$ cat config.mk
export PLATFORM = sky130hd
export DESIGN_NAME = vr3_div_lane
export DESIGN_NICKNAME = d
export VERILOG_FILES = /design/src/sv/vr3_pkg.sv /design/src/sv/vr3_div_lane.sv
export SDC_FILE = /design/constraint.sdc
export NUM_CORES = 2
export LEC_CHECK = 0
export BUFFER_PORTS_ARGS = -buffer_cell sky130_fd_sc_hd__buf_2
export CORE_MARGIN = 3
export CORE_UTILIZATION = 40
export DETAILED_ROUTE_END_ITERATION = 10
export MAX_ROUTING_LAYER = met4
export PLACE_DENSITY = 0.58
export SLEW_MARGIN = 0
export SYNTH_ARGS = -nofsm -noshare
export SYNTH_HDL_FRONTEND = slang
export SYNTH_SLANG_ARGS = --single-unit
$ cat constraint.sdc
create_clock -name clock -period 7.45 [get_ports clock]
set_input_delay 1.8625 -clock clock [delete_from_list [all_inputs] [get_ports clock]]
set_output_delay 1.8625 -clock clock [all_outputs]
set_load 0.01 [all_outputs]
$ cat src/sv/vr3_pkg.sv
// Shared constants and types for the 3-D vector reflection pipeline.
package vr3_pkg;

   localparam int FRAC_BITS  = 16;
   localparam int DATA_W     = 32;
   localparam int LANES      = 3;
   localparam int SQ_W       = 2 * DATA_W;
   localparam int LEN_W      = DATA_W;
   localparam int SQRT_STEPS = SQ_W / 2;
   // unit components are bounded by 1.0 in magnitude
   localparam int Q_W        = FRAC_BITS + 1;
   localparam int U_W        = Q_W + 1;
   localparam int DVD_W      = DATA_W + FRAC_BITS;
   localparam int PROD_W     = U_W + DATA_W;
   localparam int DOT_W      = PROD_W + 2;
   localparam int D_W        = DOT_W - FRAC_BITS;
   localparam int M_W        = D_W + U_W;
   localparam int R_W        = M_W - FRAC_BITS + 2;
   // square, sum, root steps, divide steps, three product stages
   localparam int DEPTH      = 2 + SQRT_STEPS + Q_W + 3;

   typedef logic signed [DATA_W-1:0] comp_type;
   typedef logic [1:0] cnt_type;

   typedef struct packed {
      comp_type x;
      comp_type y;
      comp_type z;
      logic     zero;
   } res_type;

   localparam cnt_type BUF_FULL = 2'd2;
   localparam cnt_type BUF_ONE  = 2'd1;
   localparam cnt_type BUF_NONE = 2'd0;

endpackage

$ cat src/sv/vr3_div_lane.sv
// One normalize lane: pipelined restoring divide of a component by the length.
module vr3_div_lane (
   input  logic                             clock,
   input  logic                             en,
   input  vr3_pkg::comp_type                num,
   input  logic [vr3_pkg::LEN_W-1:0]        den,
   output logic signed [vr3_pkg::U_W-1:0]   quo
);
   import vr3_pkg::*;

   logic [DVD_W-1:0] rem_ff [Q_W];
   logic [Q_W-1:0]   q_ff   [Q_W];
   logic [LEN_W-1:0] den_ff [Q_W];
   logic             neg_ff [Q_W];
   logic [DATA_W-1:0] mag;

   assign mag = num[DATA_W-1] ? DATA_W'(-num) : DATA_W'(num);

   genvar j;
   generate
      for (j = 0; j < Q_W; j++) begin : g_step
         localparam int SH = Q_W - 1 - j;
         logic [DVD_W-1:0] rem_prev;
         logic [Q_W-1:0]   q_prev;
         logic [LEN_W-1:0] den_prev;
         logic             neg_prev;
         logic [DVD_W:0]   shifted;

         if (j == 0) begin : g_first
            assign rem_prev = {mag, {FRAC_BITS{1'b0}}};
            assign q_prev   = '0;
            assign den_prev = den;
            assign neg_prev = num[DATA_W-1];
         end else begin : g_next
            assign rem_prev = rem_ff[j-1];
            assign q_prev   = q_ff[j-1];
            assign den_prev = den_ff[j-1];
            assign neg_prev = neg_ff[j-1];
         end

         assign shifted = (DVD_W+1)'(den_prev) << SH;

         always_ff @(posedge clock) begin
            if (en) begin
               den_ff[j] <= den_prev;
               neg_ff[j] <= neg_prev;
               if ({1'b0, rem_prev} >= shifted) begin
                  rem_ff[j] <= rem_prev - shifted[DVD_W-1:0];
                  q_ff[j]   <= q_prev | (Q_W'(1) << SH);
               end else begin
                  rem_ff[j] <= rem_prev;
                  q_ff[j]   <= q_prev;
               end
            end
         end
      end
   endgenerate

   // quotient truncates toward zero: apply sign to the magnitude
   assign quo = neg_ff[Q_W-1] ? -$signed({1'b0, q_ff[Q_W-1]})
                              :  $signed({1'b0, q_ff[Q_W-1]});

endmodule

Word-level counts from Yosys, hierarchy flattened --
Memories as Yosys holds them, arrays and structs flattened. Cells that the tools add are included.
Word-level totals: bits of input ports 66, memories kept 4, output and inout bits 18, logic and storage cells 214, flip-flop bits (word level) 0, latch bits 0, bits in read-only memories 0, bits in writable memories 1666
Memory list:
- rem_ff | depth 17, bits a word 48, rd ports 16, clocked after Yosys merged registers in 0, write ports 17, RTL line vr3_div_lane.sv:11 | logic [DVD_W-1:0] rem_ff [Q_W];
- den_ff | depth 17, bits a word 32, rd ports 16, clocked after Yosys merged registers in 0, write ports 17, RTL line vr3_div_lane.sv:13 | logic [LEN_W-1:0] den_ff [Q_W];
- q_ff | depth 17, bits a word 17, rd ports 17, clocked after Yosys merged registers in 0, write ports 17, RTL line vr3_div_lane.sv:12 | logic [Q_W-1:0] q_ff [Q_W];
- neg_ff | depth 17, bits a word 1, rd ports 17, clocked after Yosys merged registers in 0, write ports 17, RTL line vr3_div_lane.sv:14 | logic neg_ff [Q_W];
Cells by class: equality and inequality tests 0, div/mod/pow operators 0, $mul 0, order comparisons 17, shifts and indexed selects 0, bitwise operators 34, add/subtract/negate cells 19, mux-type cells 140, reduce and logical (&&, ||, !) cells 0
Operators with widths (count):
- two-way mux 48 bit | 17
- two-way mux 17 bit | 17
- two-way mux 1 bit | 104
- >= comparator 48 x 32 -> 1 bit | 1
- >= comparator 48 x 33 -> 1 bit | 1
- >= comparator 48 x 34 -> 1 bit | 1
- >= comparator 48 x 35 -> 1 bit | 1
- >= comparator 48 x 36 -> 1 bit | 1
- >= comparator 48 x 37 -> 1 bit | 1
- >= comparator 48 x 38 -> 1 bit | 1
- >= comparator 48 x 39 -> 1 bit | 1
- >= comparator 48 x 40 -> 1 bit | 1
- >= comparator 48 x 41 -> 1 bit | 1
- >= comparator 48 x 42 -> 1 bit | 1
- >= comparator 48 x 43 -> 1 bit | 1
- >= comparator 48 x 44 -> 1 bit | 1
- >= comparator 48 x 45 -> 1 bit | 1
- >= comparator 48 x 46 -> 1 bit | 1
- >= comparator 48 x 47 -> 1 bit | 1
- >= comparator 48 bit | 1
- subtractor 48 x 32 -> 48 bit | 1
- subtractor 48 x 33 -> 48 bit | 1
- subtractor 48 x 34 -> 48 bit | 1
- subtractor 48 x 35 -> 48 bit | 1
- 18 further kinds | 51

Logic depth before layout (Yosys ltp) --
word-level depth 7, depth in mapped cells 20, mapped depth without buffers 19

Least setup slack after synthesis --
No wires, ideal clock.
kind input port to flip-flop, start input num[6], end memory rem_ff[0][25] (netlist name) (data pin), buffers on the path 2, stages on the path 17, setup time 260 ps, path slack 1316 ps, required time 7190 ps, arrival 5874 ps, cell sequence or4_1 > or3_1 > nor4_1 > nand2_1 > or3_1 > or2_1 > o21ai_0 > xnor2_1 > ha_1 > nand2_1 > nor2_1 > a2111oi_2 > o31ai_1 > a211o_1 > buf_6 > buf_6 > mux2_4
RTL lines:
- start: declaration | RTL line vr3_div_lane.sv:5 | input vr3_pkg::comp_type num,
- end: declaration | RTL line vr3_div_lane.sv:11

==> summary.txt <==
Run status
  – Outcome: finished, final reports clean

Cells and area
  – Area of the multi-input gates: 34290 sq um
  – Highest-count cells in the layout ignoring fill and taps: 1314 x edfxtp_1, 703 x nand2_1, 671 x inv_1
  – Layout cells sized above 1: 6.472%
  – Most common cell after layout, fill and taps aside: edfxtp_1
  – Fill cell count: 17.69k
  – Area growth from synthesis to layout: 10.57%
  – Nets: 8026
  – Register area: 39460 sq um

Hold path
  – Hold path depth: 0
  – Worst min-delay path endpoint: neg_ff[13]
  – Hold path start: neg_ff[12]
  – Worst hold path type: reg -> reg

Drt
  – ANT nets after route: 0
  – Routed WL: 191.4 mm
  – Vias per inst: 5.349
  – Via count: 53.69k
  – # DRC: 0
  – DRT iter0 DRCs: 3098
  – Initial DRT Pass Iterations: 6
  – WL/cell: 19.07 um

Worst setup path
  – Crit start category: input port
  – WP data arrival: 6.56 ns
  – FF-to-FF path depth: 12
  – Max stage delay on crit path: 0.53 ns
  – Slowest-stage cell, CP: or4_1
  – Endpoint class of the critical path: register
  – Worst R2R End: rem_ff[7][14]
  – Flop2flop setup slack: 2.47 ns
  – Critical path required time: 8.00 ns
  – Critical R2R Launch: rem_ff[6][10]
  – Crit-path cells: buf_2, or4_1, or3_1, nor4_1, nand2_1, or3_1, or2_1, o21ai_0, xnor2_1, ha_1, nand2_1, nor2_1, a2111oi_2, o31ai_1, a211o_2, buf_12, mux2_4
  – CP Class: in -> reg
  – CP Max Fanout: 43

Clock network
  – CTS clk-pin slew, worst paths: 0.06 ns
  – Max Buffers Root-to-Sink: 3
  – Post_cts resized: 0
  – Hold buffer count at cts: 0
  – Sink Count: 1314
  – TritonCTS buffer count: 152
  – H-tree depth: 4
  – Worst skew pair latency: 0.81 ns
  – Post-CTS Setup Bufs: 0
  – Root Driver: clkbuf_16
  – CTS tree: built

Yosys
  – Register area share after synthesis: 51.19%
  – Post-synth EDFFs: 1314
  – Warnings, synthesis: 0
  – Synthesized net count: 7957
  – Area contributors post-synth: edfxtp_1 51%, ha_1 8.8%, o21ai_0 4.0%
  – Synth top area share: 51.19%
  – Ys flop type: edfxtp_1
  – Syn avg cell area: 10.52 sq um
  – Cell variety after synth: 88
  – Cell accounting for the most synthesized area: edfxtp_1
  – Cell area after synthesis: 77080 sq um
  – Async SR Flop Fraction: 0%
  – Mapped Cells: 7330
  – Flops & latches, synth: 1314

Die
  – Die height: 445.0 um
  – Die width: 445.0 um
  – Number of cell rows: 160
  – Initial Util: 40.40%
  – Full die area: 198000 sq um
  – CORE AREA: 190800 sq um
  – Num ports: 84

Placed design
  – Pre-CTS WS: 0.5599 ns
  – Routability cong.: 0.9607
  – Port Buf Inserts: 83
  – Detailed placement HPWL: 150.5 mm

Global route
  – Vias in the first global route: 54.52k
  – First-pass GRT wire length: 294.9 mm
  – Largest net degree at the start of global routing: 191
  – GRT Util Overall: 19.58%
  – Initial antenna violation count: 2
  – Grt ovf: 0

Timing
  – Final Cycle Share: 80.68%
  – RSZ-0062 raised after global routing: false
  – Worst Skew: 0.02130 ns
  – Pins Over Slew Limit: 0
  – Slew @ Worst Pin: 1.070 ns
  – Max Freq: 166.4 MHz
  – Hold Fails Final Rpt: 0
  – Relative slew margins: 28.41%
  – Final setup violation count: 0
  – Setup TNS: 0 ns
  – Fin crit period: 6.011 ns
  – Final worst slack: 1.439 ns

Power and ir drop
  – Maximum VDD drop: 0.2743 mV
  – P_leak: 33.44 nW
  – Pwr dens: 389.8 nW/um^2

Flow run
  – Max cap viols: 0
-- where the power goes --
| group | switching (mW) | internal, mW | total, mW |
|---|---|---|---|
| Combinational | 8.19 | 5.72 | 13.9 |
| Clock | 3.03 | 4.17 | 7.20 |
| Sequential | 1.30 | 10.8 | 12.1 |
| Total | 12.5 | 20.7 | 33.2 |
-- worst max-delay path, delay by kind of cell --
family,cells,cell delay [ns]
adder cells (fa/ha/maj),1,0.35
AND/OR/NAND/NOR,8,2.48
XOR/XNOR,1,0.20
buffers and inverters,2,0.30
AO/OA/AOI/OAI,4,1.01
multiplexers,1,0.32
-- logic make-up (layout without fill, tap and decap cells) --
group,after synthesis,count (layout),share of synthesized area [%]
AOI/OAI and AO/OA,1979,1979,15.64
xor gates and xnor gates,588,588,6.682
adders and majority gates,561,561,9.263
buffers and inverters,900,1095,4.477
DFF,1314,1314,51.19
muxes,67,67,1.008
other,0,2,0
and+or+nand+nor,1921,1921,11.74
-- flip-flops by register name, summed over array words and instances (netlist names) --
register	cells
den_ff	512
neg_ff	17
q_ff	153
rem_ff	632
-- Yosys cell counts, types with 17 or more instances --
cell type  number
a211o_1        17
a211oi_1       40
o21ai_0       610
nor4_1         55
nor3_1        117
nand2b_1      102
or4_1          21
nor2b_1        78
or3_1          38
o31ai_1        59
mux2_2         57
and3_1         45
a21o_1        252
nor2_1        420
clkbuf_1      189
inv_1         671
nand3_1       137
a21oi_1       597
o21a_1         68
a31oi_1        65
buf_2          19
nand2_1       704
o21bai_1       55
o211ai_1       17
a221oi_1       18
xnor2_1       328
nand4_1        80
edfxtp_1     1314
o31a_1         21
xor2_1        260
ha_1          545
and2_1         33
or2_2          25
-- area by class of cell --
cell class	count	share of cell area [%]
Clock buffer	191	4.685
Tap cell	2511	3.687
Inverter	673	2.964
Antenna cell	2	0.005873
Multi-Input combinational cell	5116	40.24
Sequential cell	1314	46.30
Timing Repair Buffer	142	1.128
Clock inverter	89	0.9925
-- per-layer routing --
metal	track usage, %	wire length, um
met5	-	0
met4	14.72	16290
met3	2.388	5327
met2	37.16	103000
met1	17.67	66750
-- metrics by stage --
step                      util, %  power, mW  area [sq um]  hold WS, ns  cells
after floorplan                 -      22.05         77080       0.4003   7330
after global placement      42.13      25.89         80380       0.4024   9756
after detailed placement    42.13      26.05         80380       0.4045   9756
after CTS                   44.67      33.41         85210       0.4124  10040
after global routing        44.67      35.45         85220       0.4147  10040
final                       44.67      33.22         85220       0.4128  10040
-- worst max path at each step --
stage          startpoint       endpoint  slack (ns)  cells past startpoint
2_1_floorplan      num[6]  rem_ff[0][25]        1.32                     17
3_3_place_gp       num[6]  rem_ff[0][25]        0.49                     17
3_5_place_dp       num[4]  rem_ff[0][25]        0.56                     17
4_1_cts            num[4]  rem_ff[0][25]        1.42                     17
5_1_grt            num[4]  rem_ff[0][28]        1.13                     17
6_report           num[4]  rem_ff[0][25]        1.44                     17
Power figures use the tool's default switching activity.
