## src/sv/vr3_pkg.sv

```systemverilog
// Shared constants and types for the 3-D vector reflection pipeline.
package vr3_pkg;

   localparam int FRAC_BITS  = 16;
   localparam int DATA_W     = 32;
   localparam int LANES      = 3;
   localparam int SQ_W       = 2 * DATA_W;
   localparam int LEN_W      = DATA_W;
   localparam int SQRT_STEPS = SQ_W / 2;
   // unit components are bounded by 1.0 in magnitude
   localparam int Q_W        = FRAC_BITS + 1;
   localparam int U_W        = Q_W + 1;
   localparam int DVD_W      = DATA_W + FRAC_BITS;
   localparam int PROD_W     = U_W + DATA_W;
   localparam int DOT_W      = PROD_W + 2;
   localparam int D_W        = DOT_W - FRAC_BITS;
   localparam int M_W        = D_W + U_W;
   localparam int R_W        = M_W - FRAC_BITS + 2;
   // square, sum, root steps, divide steps, three product stages
   localparam int DEPTH      = 2 + SQRT_STEPS + Q_W + 3;

   typedef logic signed [DATA_W-1:0] comp_type;
   typedef logic [1:0] cnt_type;

   typedef struct packed {
      comp_type x;
      comp_type y;
      comp_type z;
      logic     zero;
   } res_type;

   localparam cnt_type BUF_FULL = 2'd2;
   localparam cnt_type BUF_ONE  = 2'd1;
   localparam cnt_type BUF_NONE = 2'd0;

endpackage

```

## src/sv/vr3_sqrt.sv

```systemverilog
// Pipelined bit-by-bit integer square root, one result bit per stage.
module vr3_sqrt (
   input  logic                        clock,
   input  logic                        en,
   input  logic [vr3_pkg::SQ_W-1:0]    rad,
   output logic [vr3_pkg::LEN_W-1:0]   root
);
   import vr3_pkg::*;

   logic [SQ_W-1:0] x_ff   [SQRT_STEPS];
   logic [SQ_W-1:0] res_ff [SQRT_STEPS];

   genvar k;
   generate
      for (k = 0; k < SQRT_STEPS; k++) begin : g_step
         localparam logic [SQ_W-1:0] BIT = SQ_W'(1) << (SQ_W - 2 - 2 * k);
         logic [SQ_W-1:0] x_prev;
         logic [SQ_W-1:0] r_prev;
         logic [SQ_W-1:0] trial;

         if (k == 0) begin : g_first
            assign x_prev = rad;
            assign r_prev = '0;
         end else begin : g_next
            assign x_prev = x_ff[k-1];
            assign r_prev = res_ff[k-1];
         end

         assign trial = r_prev + BIT;

         always_ff @(posedge clock) begin
            if (en) begin
               if (x_prev >= trial) begin
                  x_ff[k]   <= x_prev - trial;
                  res_ff[k] <= (r_prev >> 1) + BIT;
               end else begin
                  x_ff[k]   <= x_prev;
                  res_ff[k] <= r_prev >> 1;
               end
            end
         end
      end
   endgenerate

   assign root = res_ff[SQRT_STEPS-1][LEN_W-1:0];

endmodule

```

## config.mk

```make
export PLATFORM = sky130hd
export DESIGN_NAME = vr3_sqrt
export DESIGN_NICKNAME = d
export VERILOG_FILES = /design/src/sv/vr3_pkg.sv /design/src/sv/vr3_sqrt.sv
export SDC_FILE = /design/constraint.sdc
export NUM_CORES = 2
export LEC_CHECK = 0
export BUFFER_PORTS_ARGS = -buffer_cell sky130_fd_sc_hd__clkbuf_2
export CORE_ASPECT_RATIO = 1.75
export CORE_MARGIN = 8
export CORE_UTILIZATION = 35
export DETAILED_ROUTE_END_ITERATION = 16
export HOLD_SLACK_MARGIN = 0.1
export PLACE_DENSITY = 0.6
export SLEW_MARGIN = 20
export SYNTH_ARGS = -nofsm -noshare
export SYNTH_HDL_FRONTEND = slang
export SYNTH_SLANG_ARGS = --single-unit
```

## constraint.sdc

```tcl
create_clock -name clock -period 5.55 [get_ports clock]
set_input_delay 1.11 -clock clock [delete_from_list [all_inputs] [get_ports clock]]
set_output_delay 1.11 -clock clock [all_outputs]
set_load 0.02 [all_outputs]
```

# Word-level counts from Yosys, hierarchy flattened
# Memories as Yosys holds them, arrays and structs flattened.
# Index checks and enable logic that the tools add are counted.
[word_totals] word_cells=448 inputBits=66 regBits=0 output_inout_bits=32 n_memories=2 mem_bits_rw=4096
[mem_list] name="res_ff" words=32 width=64 rd=32 rd_ports_with_merged_regs=0 write_ports=32 line="vr3_sqrt.sv:11" source="logic [SQ_W-1:0] res_ff [SQRT_STEPS];"
[mem_list] name="x_ff" words=32 width=64 rd=31 rd_ports_with_merged_regs=0 write_ports=32 line="vr3_sqrt.sv:10" source="logic [SQ_W-1:0] x_ff [SQRT_STEPS];"
[classes] magnitude_cmp=32 n_addsub=94 n_mux=256 bitwise_logic=64
[ops] cell="64-bit two-way mux" n=64
[ops] cell="64-bit greater-or-equal comparator" n=31
[ops] cell="64-bit subtractor" n=31
[ops] cell="1-bit two-way mux" n=192
[ops] cell="63-bit by 1-bit adder with 64-bit output, second input constant" n=1
[ops] cell="63-bit by 11-bit adder with 64-bit output, second input constant" n=1
[ops] cell="63-bit by 13-bit adder with 64-bit output, second input constant" n=1
[ops] cell="63-bit by 15-bit adder with 64-bit output, second input constant" n=1
[ops] cell="63-bit by 17-bit adder with 64-bit output, second input constant" n=1
[ops] cell="63-bit by 19-bit adder with 64-bit output, second input constant" n=1
[ops] cell="63-bit by 21-bit adder with 64-bit output, second input constant" n=1
[ops] cell="63-bit by 23-bit adder with 64-bit output, second input constant" n=1
[ops] cell="63-bit by 25-bit adder with 64-bit output, second input constant" n=1
[ops] cell="63-bit by 27-bit adder with 64-bit output, second input constant" n=1
[ops] cell="63-bit by 29-bit adder with 64-bit output, second input constant" n=1
[ops] cell="63-bit by 3-bit adder with 64-bit output, second input constant" n=1
[ops] cell="63-bit by 31-bit adder with 64-bit output, second input constant" n=1
[ops] cell="63-bit by 33-bit adder with 64-bit output, second input constant" n=1
[ops] cell="63-bit by 35-bit adder with 64-bit output, second input constant" n=1
[ops] cell="63-bit by 37-bit adder with 64-bit output, second input constant" n=1
[ops] cell="63-bit by 39-bit adder with 64-bit output, second input constant" n=1
[ops] cell="63-bit by 41-bit adder with 64-bit output, second input constant" n=1
[ops] cell="63-bit by 43-bit adder with 64-bit output, second input constant" n=1
[ops] cell="63-bit by 45-bit adder with 64-bit output, second input constant" n=1
[ops] cell="45 further kinds" n=108

# Longest topological paths before layout
# An unclocked memory read counts as a cell.
[logic_depth] depth_word=7 depth_mapped=15 mapped_depth_nobuf=13

# Worst setup path before layout
# No wires, ideal clock.
[synth_timing] kind="input to register" start="input en" end="memory res_ff[1][774] (netlist name) (enable)" setup_time_ns=0.485 n_path_buf=4 path_stages=4 t_arrival_ns=4.491 setup_slack_ns=0.574 required_ns=5.065 path_cell_list="clkbuf_1 -> clkbuf_1 -> clkbuf_1 -> clkbuf_1"
[synth_lines] item="from (decl)" line="vr3_sqrt.sv:4" source="input logic en,"
[synth_lines] item="to (decl)" line="vr3_sqrt.sv:11"

==> results.json <==
{
  "postCtsHoldBufs": 0,
  "slew_violations": 0,
  "row_count": 285,
  "syn_nets": 10200,
  "met1_usage_pct": 11.3,
  "cts.sinks": 2512,
  "post_drt_wl_per_cell_um": 24.9,
  "yosysTopAreaCell": "edfxtp_1",
  "crit_chain": "ha_1 -> or3_1 -> o22ai_1 -> a211oi_1 -> o21ai_0 -> nand3_1 -> a31oi_1 -> nor2_1 -> or4b_1 -> nor4_1 -> xor2_1",
  "initial_core_util_pct": 35.1,
  "grt_util_met3_pct": 2.77,
  "finalCriticalPeriod_ns": 5.10,
  "min-delay-start": "rad[36]",
  "skew_ns": 0.0696,
  "fin_nets": 10500,
  "mappedNetlistArea_um2": 120000,
  "reg2reg_from": "x_ff[1][836]$_DFFE_PP_",
  "synth_top_family_by_area": "simple AND/OR/NAND/NOR gates",
  "grt_overflow": 0,
  "place.gp.congestion": 1.02,
  "powerDensity_nw_per_um2": 407,
  "grt-busiest-layer": "met2",
  "synthMuxAreaShare_pct": 0.595,
  "end_kind": "register",
  "ys_ff_latch": 2512,
  "fin_cells": 14800,
  "cp_top_family": "compound AO/OA/AOI/OAI gates",
  "yosys.area.top_type_share_pct": 62.6,
  "ys_warn_count": 0,
  "synthFlopType": "edfxtp_1",
  "hold_depth": 1,
  "crit_required_ns": 6.19,
  "dp_hpwl_um": 289000,
  "hold_class": "primary input to register",
  "synth_edf_count": 2512,
  "yosys.area_share.adder_pct": 5.80,
  "synth_compound_area_share_pct": 9.56,
  "ir_drop_uv": 340,
  "relSlewSlack_pct": 18.1,
  "cts_made_buffers": 246,
  "total_power_mw": 55.2,
  "crit_fanout": 12,
  "clock_path_buffers": 4,
  "clk-insertion-delay-late_ns": 0.94,
  "cpMaxStageDelayCell": "or4b_1",
  "netlist_instances": 9611,
  "drt_wl_total_um": 368000,
  "pre_cts_slack_ns": 0.486,
  "use_met2_pct": 42.0,
  "avgSynthCellArea_um2": 12.5,
  "r2r_end": "x_ff[1][947]$_DFFE_PP_",
  "p_leak_nw": 50.1,
  "r2r_cells": 11,
  "final_hold_viol_count": 0,
  "io_buffers": 97,
  "synthTopCellsByArea": "edfxtp_1 (63%), ha_1 (5.8%), xor2_1 (3.4%), xnor2_1 (3.0%), o21ai_0 (2.2%)",
  "rsz0062_at_grt": "no",
  "ys_seq_area_share_pct": 62.6,
  "cts_setup_buffers": 0,
  "holdPathEnd": "x_ff[0][36]$_DFFE_PP_",
  "grt_start_max_net_pins": 203,
  "cap_violations": 0,
  "period_share_pct": 92.0,
  "fin_ws_ns": 0.446,
  "clk_pin_slew_ns": 0.07,
  "post_cts_resized": 0,
  "die_h_um": 792,
  "r2r_setup_slack_ns": 0.45,
  "yosys.cell_types.count": 96,
  "syn2layout_area_growth_pct": 12.8,
  "grt_pass1_wl_um": 519000,
  "status": "finished clean",
  "route.vias.total": 77500,
  "design.die.area_um2": 364000,
  "root_buffer": "clkbuf_16",
  "antenna_found_initial": 33,
  "holdWs_ns": 0.379,
  "antenna_left": 0,
  "groute.usage.overall_pct": 19.5,
  "synth-xor-area-share_pct": 6.39,
  "clock.fmax_mhz": 196,
  "cpPeakStageDelay_ns": 0.77,
  "worstSetupPathType": "register to register",
  "final_layout_size_suffix_gt1_share_pct": 7.83,
  "drtPass1Iterations": 7,
  "worst_pin_slew_ns": 1.20,
  "setup_viol": 0,
  "cts_tree": "done",
  "yosys.area_share.simple_pct": 12.1,
  "fp.coreArea_um2": 343000,
  "postSynth.asyncResetShare_pct": 0,
  "fin_setup_tns_ns": 0,
  "htree_levels": 4,
  "design.portCount": 98,
  "dp.cells": 14200,
  "die_x_um": 459,
  "grt_pass1_vias": 82300,
  "cp.arrival_ns": 5.75,
  "drt_iter0_drc": 4732,
  "crit_buf_inv": 0,
  "drt-vias-per-instance": 5.23,
  "drcViolationCount": 0,
  "start_kind": "register"
}
-- synth_stat cells (14+ instances only) --
| master | number |
|---|---|
| o31ai_1 | 49 |
| nor2_1 | 556 |
| o211ai_1 | 42 |
| nand2_1 | 695 |
| xnor2_1 | 410 |
| nor4b_1 | 44 |
| ha_1 | 558 |
| a31oi_1 | 46 |
| or2_2 | 39 |
| clkbuf_1 | 192 |
| edfxtp_1 | 2512 |
| o21a_1 | 100 |
| and4_1 | 19 |
| nor2b_1 | 64 |
| inv_1 | 701 |
| a21boi_0 | 15 |
| o21ai_0 | 537 |
| nor3b_1 | 21 |
| nor3_1 | 257 |
| xor2_1 | 468 |
| or3_1 | 118 |
| nand3b_1 | 21 |
| nand3_1 | 165 |
| nand4b_1 | 29 |
| a21oi_1 | 532 |
| and3_1 | 45 |
| a211o_1 | 16 |
| or4_1 | 59 |
| and2_1 | 35 |
| nand2b_1 | 112 |
| a211oi_1 | 49 |
| nand4_1 | 142 |
| mux2_2 | 53 |
| o21bai_1 | 52 |
| buf_2 | 14 |
| nor4_1 | 359 |
| a21o_1 | 242 |
-- power breakdown --
| part | total (mW) | internal, mW | switching, mW |
|---|---|---|---|
| Clock | 17.1 | 9.74 | 7.34 |
| Combinational | 12.2 | 4.62 | 7.58 |
| Sequential | 26.0 | 24.0 | 1.97 |
-- routing by layer --
| metal | wire (um) | vias to the layer above |
|---|---|---|
| met3 | 11300 | 1245 |
| met5 | 57 | - |
| li1 | - | 36600 |
| met2 | 219000 | 1998 |
| met1 | 84700 | 37700 |
| met4 | 53000 | 8 |
-- cell type report --
class	instances	area [um2]
Sequential cell	2512	75400
Tap cell	4592	5750
Clock inverter	161	1800
Fill cell	32000	208000
Inverter	703	2640
Timing Repair Buffer	249	1830
Clock buffer	287	6330
Antenna cell	125	313
Multi-Input combinational cell	6182	41800
-- logic make-up after synthesis --
logic type	Yosys count
AND/OR/NAND/NOR	2832
flip-flops	2512
AO/OA/AOI/OAI	1849
buffers and inverters	917
XOR/XNOR	878
adder cells (fa/ha/maj)	558
multiplexers	65
-- stage by stage --
stage | area (um2) | utilization (%)
2_1_floorplan | 120000 | -
3_3_place_gp | 127000 | 37.1
3_5_place_dp | 127000 | 37.1
4_1_cts | 135000 | 39.4
5_1_grt | 136000 | 39.6
6_report | 136000 | 39.6
-- worst max path at each step --
stage	start	to	slack, ns	cells after the start
detailed placement	x_ff[1][599]$_DFFE_PP_	x_ff[1][685]$_DFFE_PP_	0.49	11
global route	x_ff[1][836]$_DFFE_PP_	x_ff[1][943]$_DFFE_PP_	0.32	11
CTS	x_ff[1][836]$_DFFE_PP_	x_ff[1][947]$_DFFE_PP_	0.44	11
global placement	x_ff[1][593]$_DFFE_PP_	x_ff[1][678]$_DFFE_PP_	-0.14	12
floorplan	en	res_ff[1][774]$_DFFE_PP_	0.57	4
finish	x_ff[1][836]$_DFFE_PP_	x_ff[1][947]$_DFFE_PP_	0.45	11
-- placed cells by master, fill, tap and decap left out, types with 46 or more instances in the layout --
master	n
nand3_1	165
nor4_1	341
nor2_1	555
inv_1	701
clkbuf_16	247
nand2_1	695
nand4_1	142
a21o_1	242
nor3_1	254
xor2_1	468
o21ai_0	529
or4_1	59
nand2b_1	112
mux2_2	53
a211oi_1	48
clkbuf_2	96
nor2b_1	64
a31oi_1	46
buf_4	134
or3_1	118
o21a_1	99
o21bai_1	52
ha_1	558
xnor2_1	410
edfxtp_1	2512
a21oi_1	532
diode_2	125
o31ai_1	48
-- flip-flops by register name, indices dropped and copies added (netlist names) --
name and flops:
x_ff 1984, res_ff 528
-- worst register-to-register path: stages, from the launching register on --
cell and delay, ns:
edfxtp_1 0.39, ha_1 0.26, or3_1 0.38, o22ai_1 0.39, a211oi_1 0.22, o21ai_0 0.67
nand3_1 0.31, a31oi_1 0.76, nor2_1 0.17, or4b_1 0.77, nor4_1 0.34, xor2_1 0.12
Power figures use the tool's default switching activity.
